==> src/rtl/fsmatch_pkg.sv <==
// Shared types and codes for the first substring match block.
package fsmatch_pkg;

  localparam logic KIND_PATTERN = 1'b0;
  localparam logic KIND_TEXT    = 1'b1;

  typedef struct packed {
    logic       kind;
    logic [7:0] char_byte;
    logic       last;
  } req_t;

  typedef struct packed {
    logic        found;
    logic [15:0] match_index;
    logic        index_overflow;
    logic        pattern_overflow;
  } rsp_t;

  typedef struct packed {
    logic       load;
    logic       shift;
    logic       clear;
    logic [7:0] char_byte;
  } cell_ctrl_t;

endpackage

==> src/rtl/fsmatch_cell.sv <==
// One pattern cell: holds a pattern byte and the partial-match flag for its prefix.
module fsmatch_cell (
  input  logic                    clk,
  input  logic                    rst,
  input  fsmatch_pkg::cell_ctrl_t ctrl,
  input  logic                    sel,
  input  logic                    prev_match,
  output logic                    match_next,
  output logic                    match
);
  import fsmatch_pkg::*;

  logic [7:0] pat;

  assign match_next = prev_match && (ctrl.char_byte == pat);

  always_ff @(posedge clk) begin
    if (ctrl.load && sel) begin
      pat <= ctrl.char_byte;
    end
  end

  always_ff @(posedge clk) begin
    if (rst || ctrl.clear) begin
      match <= 1'b0;
    end else if (ctrl.shift) begin
      match <= match_next;
    end
  end

endmodule

==> src/rtl/first_substring_match.sv <==
// Top level: request decode, pattern length and text position tracking, cell row, result register.
//
//   channel | valid     | stall     | payload
//   request | req_valid | req_stall | req (kind, char_byte, last)
//   result  | rsp_valid | rsp_stall | rsp (found, match_index, index_overflow, pattern_overflow)
//
// One request per cycle unless req_stall is high; the result of a last text byte is registered.
// Each text byte is broadcast to all cells, each cell extends its neighbor's prefix flag.
// Reset clears pattern length, flags and position; pattern bytes are kept in the cells.
// A result that meets a stalled one waits in a skid register; req_stall is that
// register's valid, so it has no path from rsp_stall.
module first_substring_match #(
  parameter int              PATTERN_MAX = 16,
  parameter longint unsigned TEXT_MAX    = 65535
) (
  input  logic              clk,
  input  logic              rst,
  input  logic              req_valid,
  output logic              req_stall,
  input  fsmatch_pkg::req_t req,
  output logic              rsp_valid,
  input  logic              rsp_stall,
  output fsmatch_pkg::rsp_t rsp
);
  import fsmatch_pkg::*;

  localparam longint unsigned LIMIT = (TEXT_MAX < 65535) ? TEXT_MAX : 65535;
  localparam int LEN_W = $clog2(PATTERN_MAX + 1);
  localparam int POS_W = $clog2(LIMIT + PATTERN_MAX + 2);

  logic [LEN_W-1:0] len, len_next, len_eff;
  logic             closed, closed_next;
  logic             excess, excess_next;
  logic [POS_W-1:0] pos, pos_next;
  logic             latched, latched_next;
  logic [15:0]      lidx, lidx_next;
  logic             over, over_next;

  logic             accept, pat_acc, txt_acc, start_pat, emit, hit, over_now;
  logic [POS_W-1:0] start_full;
  logic [15:0]      start_idx;
  cell_ctrl_t       ctrl;
  logic [PATTERN_MAX-1:0] sel_wr, sel_end, match_next, match, prev_match;
  rsp_t             rsp_next;
  logic             skid_valid;
  rsp_t             skid;

  assign req_stall = skid_valid;
  assign accept    = req_valid && !req_stall;
  assign pat_acc   = accept && (req.kind == KIND_PATTERN);
  assign txt_acc   = accept && (req.kind == KIND_TEXT);
  assign start_pat = pat_acc && closed;
  assign emit      = txt_acc && req.last;
  assign len_eff   = start_pat ? '0 : len;

  always_comb begin
    ctrl.load      = pat_acc && (len_eff < LEN_W'(PATTERN_MAX));
    ctrl.shift     = txt_acc;
    ctrl.clear     = start_pat || emit;
    ctrl.char_byte = req.char_byte;
  end

  genvar j;
  generate
    for (j = 0; j < PATTERN_MAX; j++) begin : g_cell
      assign sel_wr[j]  = (len_eff == LEN_W'(j));
      assign sel_end[j] = (len == LEN_W'(j + 1));
      if (j == 0) begin : g_head
        assign prev_match[j] = 1'b1;
      end else begin : g_link
        assign prev_match[j] = match[j-1];
      end
      fsmatch_cell u_cell (
        .clk        (clk),
        .rst        (rst),
        .ctrl       (ctrl),
        .sel        (sel_wr[j]),
        .prev_match (prev_match[j]),
        .match_next (match_next[j]),
        .match      (match[j])
      );
    end
  endgenerate

  always_comb begin
    hit        = !latched && |(match_next & sel_end);
    over_now   = over || (pos > POS_W'(LIMIT));
    start_full = pos + POS_W'(1) - POS_W'(len);
    start_idx  = (start_full > POS_W'(LIMIT)) ? 16'(LIMIT) : start_full[15:0];
  end

  always_comb begin
    len_next    = len;
    excess_next = excess;
    closed_next = closed;
    if (pat_acc) begin
      len_next    = ctrl.load ? len_eff + LEN_W'(1) : len_eff;
      excess_next = (start_pat ? 1'b0 : excess) || !ctrl.load;
      closed_next = req.last;
    end else if (txt_acc) begin
      closed_next = 1'b1;
    end
  end

  always_comb begin
    pos_next     = pos;
    latched_next = latched;
    lidx_next    = lidx;
    over_next    = over;
    if (ctrl.clear) begin
      pos_next     = '0;
      latched_next = 1'b0;
      lidx_next    = '0;
      over_next    = 1'b0;
    end else if (txt_acc) begin
      over_next = over_now;
      if (pos < POS_W'(LIMIT + PATTERN_MAX)) begin
        pos_next = pos + POS_W'(1);
      end
      if (hit) begin
        latched_next = 1'b1;
        lidx_next    = start_idx;
      end
    end
  end

  always_comb begin
    rsp_next.found            = latched || hit;
    rsp_next.match_index      = latched ? lidx : (hit ? start_idx : 16'd0);
    rsp_next.index_overflow   = over_now;
    rsp_next.pattern_overflow = excess;
  end

  always_ff @(posedge clk) begin
    if (rst) begin
      len     <= '0;
      closed  <= 1'b1;
      excess  <= 1'b0;
      pos     <= '0;
      latched <= 1'b0;
      lidx    <= '0;
      over    <= 1'b0;
    end else begin
      len     <= len_next;
      closed  <= closed_next;
      excess  <= excess_next;
      pos     <= pos_next;
      latched <= latched_next;
      lidx    <= lidx_next;
      over    <= over_next;
    end
  end

  always_ff @(posedge clk) begin
    if (rst) begin
      rsp_valid  <= 1'b0;
      skid_valid <= 1'b0;
    end else if (skid_valid) begin
      if (!rsp_stall) begin
        skid_valid <= 1'b0;
      end
    end else if (emit) begin
      if (rsp_valid && rsp_stall) begin
        skid_valid <= 1'b1;
      end else begin
        rsp_valid <= 1'b1;
      end
    end else if (!rsp_stall) begin
      rsp_valid <= 1'b0;
    end
  end

  always_ff @(posedge clk) begin
    if (skid_valid) begin
      if (!rsp_stall) begin
        rsp <= skid;
      end
    end else if (emit) begin
      if (rsp_valid && rsp_stall) begin
        skid <= rsp_next;
      end else begin
        rsp <= rsp_next;
      end
    end
  end

endmodule

==> config.mk <==
export PLATFORM = sky130hd
export DESIGN_NAME = first_substring_match
export DESIGN_NICKNAME = d
export VERILOG_FILES = /design/src/rtl/fsmatch_pkg.sv /design/src/rtl/fsmatch_cell.sv /design/src/rtl/first_substring_match.sv
export SDC_FILE = /design/constraint.sdc
export NUM_CORES = 1
export LEC_CHECK = 0
export BUFFER_PORTS_ARGS = -buffer_cell sky130_fd_sc_hd__buf_2
export CAP_MARGIN = 10
export CORE_UTILIZATION = 40
export DETAILED_ROUTE_END_ITERATION = 8
export PLACE_DENSITY_LB_ADDON = 0.3
export SYNTH_ARGS = -nofsm -noshare
export SYNTH_HDL_FRONTEND = slang
export SYNTH_SLANG_ARGS = --single-unit
==> constraint.sdc <==
create_clock -name clk -period 3.5 [get_ports clk]
set_clock_uncertainty 0.05 [all_clocks]
set_input_delay 0 -clock clk [delete_from_list [all_inputs] [get_ports clk]]
set_output_delay 0 -clock clk [all_outputs]
set_load 0.02 [all_outputs]
Word level (Yosys, flattened, before mapping)
Index checks and enable logic that the tools add are counted.
{ "totals": {"elab_cells": 185, "out_inout_bits": 21, "n_memories": 0, "mem_bits_ro": 0, "inputBits": 14, "reg_bits": 225, "latch_bits": 0, "ramBits": 0} }
{ "op_classes": {"mux": 19, "addsub": 3, "n_bitwise": 3, "div": 0, "mul": 0, "reduce_logical": 57, "magnitude_cmp": 4, "eq_ne": 51, "shift": 0} }
{ "ops": {"columns": ["op", "count"], "rows": [
  ["equality test 8 bit", 16],
  ["equality test 5 x 4 -> 1 bit, second input constant", 16],
  ["two-way mux 19 bit", 4],
  ["two-way mux 16 bit", 3],
  ["equality test 5 x 3 -> 1 bit, second input constant", 8],
  ["logical AND 1 bit", 39],
  ["> comparator 17 x 16 -> 1 bit, second input constant", 2],
  ["equality test 5 x 2 -> 1 bit, second input constant", 4],
  ["adder 17 x 1 -> 17 bit, second input constant", 1],
  ["less-than comparator 17 bit, second input constant", 1],
  ["subtractor 17 x 5 -> 17 bit", 1],
  ["bitwise AND 16 bit", 1],
  ["OR reduction 16 bit", 1],
  ["equality test 5 x 1 -> 1 bit, second input constant", 2],
  ["two-way mux 1 bit", 10],
  ["two-way mux 5 bit", 2],
  ["AND reduction 3 bit", 3],
  ["inequality test 2 bit, second input constant", 3],
  ["adder 5 x 1 -> 5 bit, second input constant", 1],
  ["equality test 5 bit, second input constant", 1],
  ["logical NOT 5 bit", 1],
  ["logical OR 1 bit", 5],
  ["less-than comparator 5 bit, second input constant", 1],
  ["AND reduction 2 bit", 2],
  ["other kinds (5)", 9]
]} }

Longest topological paths before layout
{ "logic_depth": {"ltp_word": 10, "depth_mapped": 13, "depth_no_buf": 12} }

Modules after synthesis
From an unflattened synthesis, not the netlist that was laid out.
{ "unflattened": {"cells_unflattened": 986, "area_unflattened_um2": 11153.2} }
{ "modules_own_cells": {"columns": ["module", "area_per_inst_um2", "cells_each", "instances"], "rows": [
  ["fsmatch_cell", 384.1, 27, 16],
  ["first_substring_match", 5007.3, 554, 1]
]} }

Worst setup path after synthesis
No wires, ideal clock.
{ "synth_timing": {"path_type": "register to register", "start": "reg pos[0]", "end": "reg rsp[16] in the netlist's numbering (data pin)", "t_arrival_ps": 3220, "setup_slack_ps": -30, "path_stages_with_launch": 13, "setup_ps": 260, "period_less_slack_ps": 3530, "path_buffers": 1, "t_required_ps": 3190, "cell_sequence": "dfxtp_1 > ha_1 > nand3_1 > xnor2_1 > ha_1 > a2111oi_4 > o211ai_4 > or3_1 > buf_2 > or4_4 > a21oi_2 > o31ai_1 > mux2_2"} }
{ "synth_lines": {"columns": ["item", "line", "source"], "rows": [
  ["from (decl)", "first_substring_match.sv:34", "logic [POS_W-1:0] pos, pos_next;"],
  ["from (signal assigned)", "first_substring_match.sv:147", "pos <= pos_next;"],
  ["to (signal assigned)", "first_substring_match.sv:176", "rsp <= skid;"],
  ["to (signal assigned)", "first_substring_match.sv:182", "rsp <= rsp_next;"],
  ["to (decl)", "first_substring_match.sv:23", "output fsmatch_pkg::rsp_t rsp"]
]} }

==> results by group <==
Timing
  • TNS Setup: 0 ns
  • Hold Fails Final Rpt: 0
  • Final Max Slew Viols: 0
  • Worst-Margin Slew: 1.12 ns
  • Period minus WS final: 3.37 ns
  • Slew headroom: 0.254
  • Setup violations, final: 0
  • Fmax: 297 MHz
  • Hold Slack: 0.0396 ns
  • Final period util: 0.962
  • RSZ-0062 raised after global routing: false

Routing
  • Drt first pass iters: 9
  • Drt wl/cell: 17.6 um
  • DRT iter0 DRCs: 457
  • Via count: 7148
  • Detailed Route WL: 24000 um
  • Antenna-violating nets left: 0
  • DRC Markers: 4
  • Vias per cell: 5.26

Outcome
  • Status: finished, violations left
  • Failing checks: DRC

Clocking
  • CTS H-Tree Depth: 1
  • CTS Sinks: 225
  • CTS buffer count: 24
  • CTS root buf: clkbuf_16
  • Clock Pin Slew Worst Setup and Hold Paths: 0.07 ns
  • Clock insertion delay at the later pin of the skew report: 0.54 ns
  • Clock buffer depth: 3
  • Postcts setup bufs: 0
  • CTS tree: done

Power
  • Power per Cell Area: 466 nW/um^2
  • Leak: 0.00415 uW
  • Overall power: 5880 uW
  • Peak VDD IR: 0.436 mV

Setup path
  • CP Max Fanout: 7
  • RR Endpoint: rsp[16]$_DFFE_PP_
  • Crit path launch type: register
  • Critical path endpoint category: register
  • Worst EP required: 3.73 ns
  • Worst EP arrival: 3.59 ns
  • FF-to-FF path depth: 11
  • Flop-to-flop setup slack: 0.13 ns
  • Setup Crit Path Kind: register to register
  • Critical R2R Launch: pos[0]$_SDFFE_PP0P_

Logic synthesis
  • Avg Inst Size Synth: 11.6 um^2
  • Synthesized area: 10800 um^2
  • Dominant cell type by area after synthesis: edfxtp_1
  • Synthesized netlist cell count: 931
  • Synth top area cells: edfxtp_1, xnor2_1, dfxtp_1, a21oi_1, nand2_1
  • Top-area cell type share of the netlist area: 0.461
  • Post-Syn Nets: 958
  • Synth Register Bits: 225
  • Sequential element share of the synthesized area: 0.570
  • Ys flop type: edfxtp_1
  • YS warnings: 0
  • Async SR Flop Fraction: 0
  • EDFF count, synth: 166
  • Unique masters post-synth: 66

GRT
  • Overflow left after global routing: 0
  • Vias in the first global route: 7191
  • Largest net degree at the start of global routing: 40
  • Global-route wire length before repair: 39600 um
  • Gr usage total: 0.178
  • Initial antenna violation count: 0

Finish
  • Fraction of layout cells with a size suffix above 1: 0.159
  • Synthesis-to-layout area growth: 16.4%
  • Commonest cells after routing, fill and taps aside: edfxtp_1, xnor2_1, nand2_1, dfxtp_1, a21oi_1
  • Net count, final: 1033
  • Commonest non-fill, non-tap cell in the layout: edfxtp_1
  • Utilization after layout: 0.479
  • N_diodes: 0
  • Post-route cell area: 12600 um^2

Floorplan
  • Core Box Area: 26300 um^2
  • Die area: 27700 um^2
  • Die W: 166 um
  • Row count: 59
  • Die height: 166 um
  • # IOs: 35
  • Initial core utilization: 0.412

Min path
  • Hold Crit Depth: 5
  • Worst Min Path Start: req_valid
  • Worst min-delay path endpoint: excess$_SDFFE_PP0P_
  • Worst min path class: input pin to register

Placed design
  • Placer Congestion: 0.912
  • Detailed-placement wirelength estimate: 16400 um
  • Port Buf Inserts: 34
  • Cell area after placement: 11600 um^2

Job
  • MaxCap Viol Count: 0
-- metal layers --
metal	vias to the layer above	share of wire	GRT usage
li1	3517	-	-
met1	3441	0.47	0.246
met2	150	0.47	0.299
met3	40	0.037	0.0228
met4	0	0.021	0.0419
met5	-	0	0
-- report_power, final --
part | switching (uW) | internal (uW) | leakage (uW) | total (uW)
registers | 9.51 | 2870 | 0.00199 | 2880
clock network | 1070 | 1540 | 0.000396 | 2620
logic | 232 | 148 | 0.00176 | 380
total | 1310 | 4560 | 0.00415 | 5880
-- worst max path at each step --
stage                             start                end  cells past startpoint
finish              pos[0]$_SDFFE_PP0P_  rsp[16]$_DFFE_PP_                     11
global route        pos[0]$_SDFFE_PP0P_  rsp[16]$_DFFE_PP_                     11
CTS                 pos[1]$_SDFFE_PP0P_  rsp[16]$_DFFE_PP_                     11
detailed placement  pos[1]$_SDFFE_PP0P_  rsp[16]$_DFFE_PP_                     11
global placement    pos[1]$_SDFFE_PP0P_  rsp[16]$_DFFE_PP_                     11
floorplan           pos[0]$_SDFFE_PP0P_  rsp[16]$_DFFE_PP_                     12
-- cell usage after synthesis, types with 4 or more instances --
cell / instances
a21oi_1: 59
o31ai_1: 10
nor2_1: 50
nor4_1: 29
xor2_1: 13
nor3_1: 17
and3_1: 4
mux2i_1: 6
xnor2_1: 152
inv_1: 16
mux2_2: 10
nand3_1: 28
o21a_1: 6
o21ai_0: 16
buf_4: 10
nor2b_1: 9
a211oi_1: 16
o31ai_2: 4
or3_1: 9
buf_2: 14
nand4_1: 23
edfxtp_1: 166
dfxtp_1: 59
buf_1: 6
ha_1: 12
clkbuf_1: 26
nand2b_1: 5
and2_1: 30
nand2_1: 75
-- metrics by stage --
step                setup slack [ns]  instances
floorplan                     0.0329        931
global placement               0.115       1298
detailed placement            0.0725       1298
CTS                           0.0424       1359
global route                  0.0100       1359
finish                         0.133       1359
-- timing repair --
action / CTS / global route
setup endpoints to repair: 0 / 7
hold buffers: 17 / 0
resized for setup: 0 / 8
hold endpoints to repair: 61 / 0
-- sequential cells by signal, summed over array words and instances, names as in the netlist --
name / flops
skid: 19
len: 5
closed: 1
excess: 1
over: 1
lidx: 16
rsp_valid: 1
req_stall: 1
latched: 1
g_cell.u_cell.pat: 128
rsp: 19
pos: 17
g_cell.u_cell.match: 15
-- critical path: stages (launching register included) --
cell	delay, ns
dfxtp_1	0.38
ha_4	0.18
nand3_1	0.11
xnor2_1	0.15
ha_2	0.22
a2111oi_4	0.37
o211ai_4	0.15
or3_1	0.41
or4_4	0.55
a21oi_2	0.17
o31ai_1	0.09
mux2_2	0.28
-- layout make-up --
| class | count | area, um^2 |
|---|---|---|
| fillers | 2335 | 13700 |
| flip-flops and latches | 225 | 6170 |
| multi-input cells | 633 | 4360 |
| repair buffers | 106 | 778 |
| clock buffers | 33 | 654 |
| well taps | 335 | 419 |
| clock inverters | 11 | 160 |
| inverters | 16 | 60.1 |
-- cells by family (layout without fill, tap and decap cells) --
logic type	count (synthesis)	count (layout)	share of synthesized area
simple gates	294	294	0.141
flops	225	225	0.570
xor+xnor	165	165	0.134
compound gates	144	144	0.0916
buf+inv	73	166	0.0311
mux	17	17	0.0170
fa+ha+maj	13	13	0.0157
Note: power is estimated with default switching activity, not from simulation.
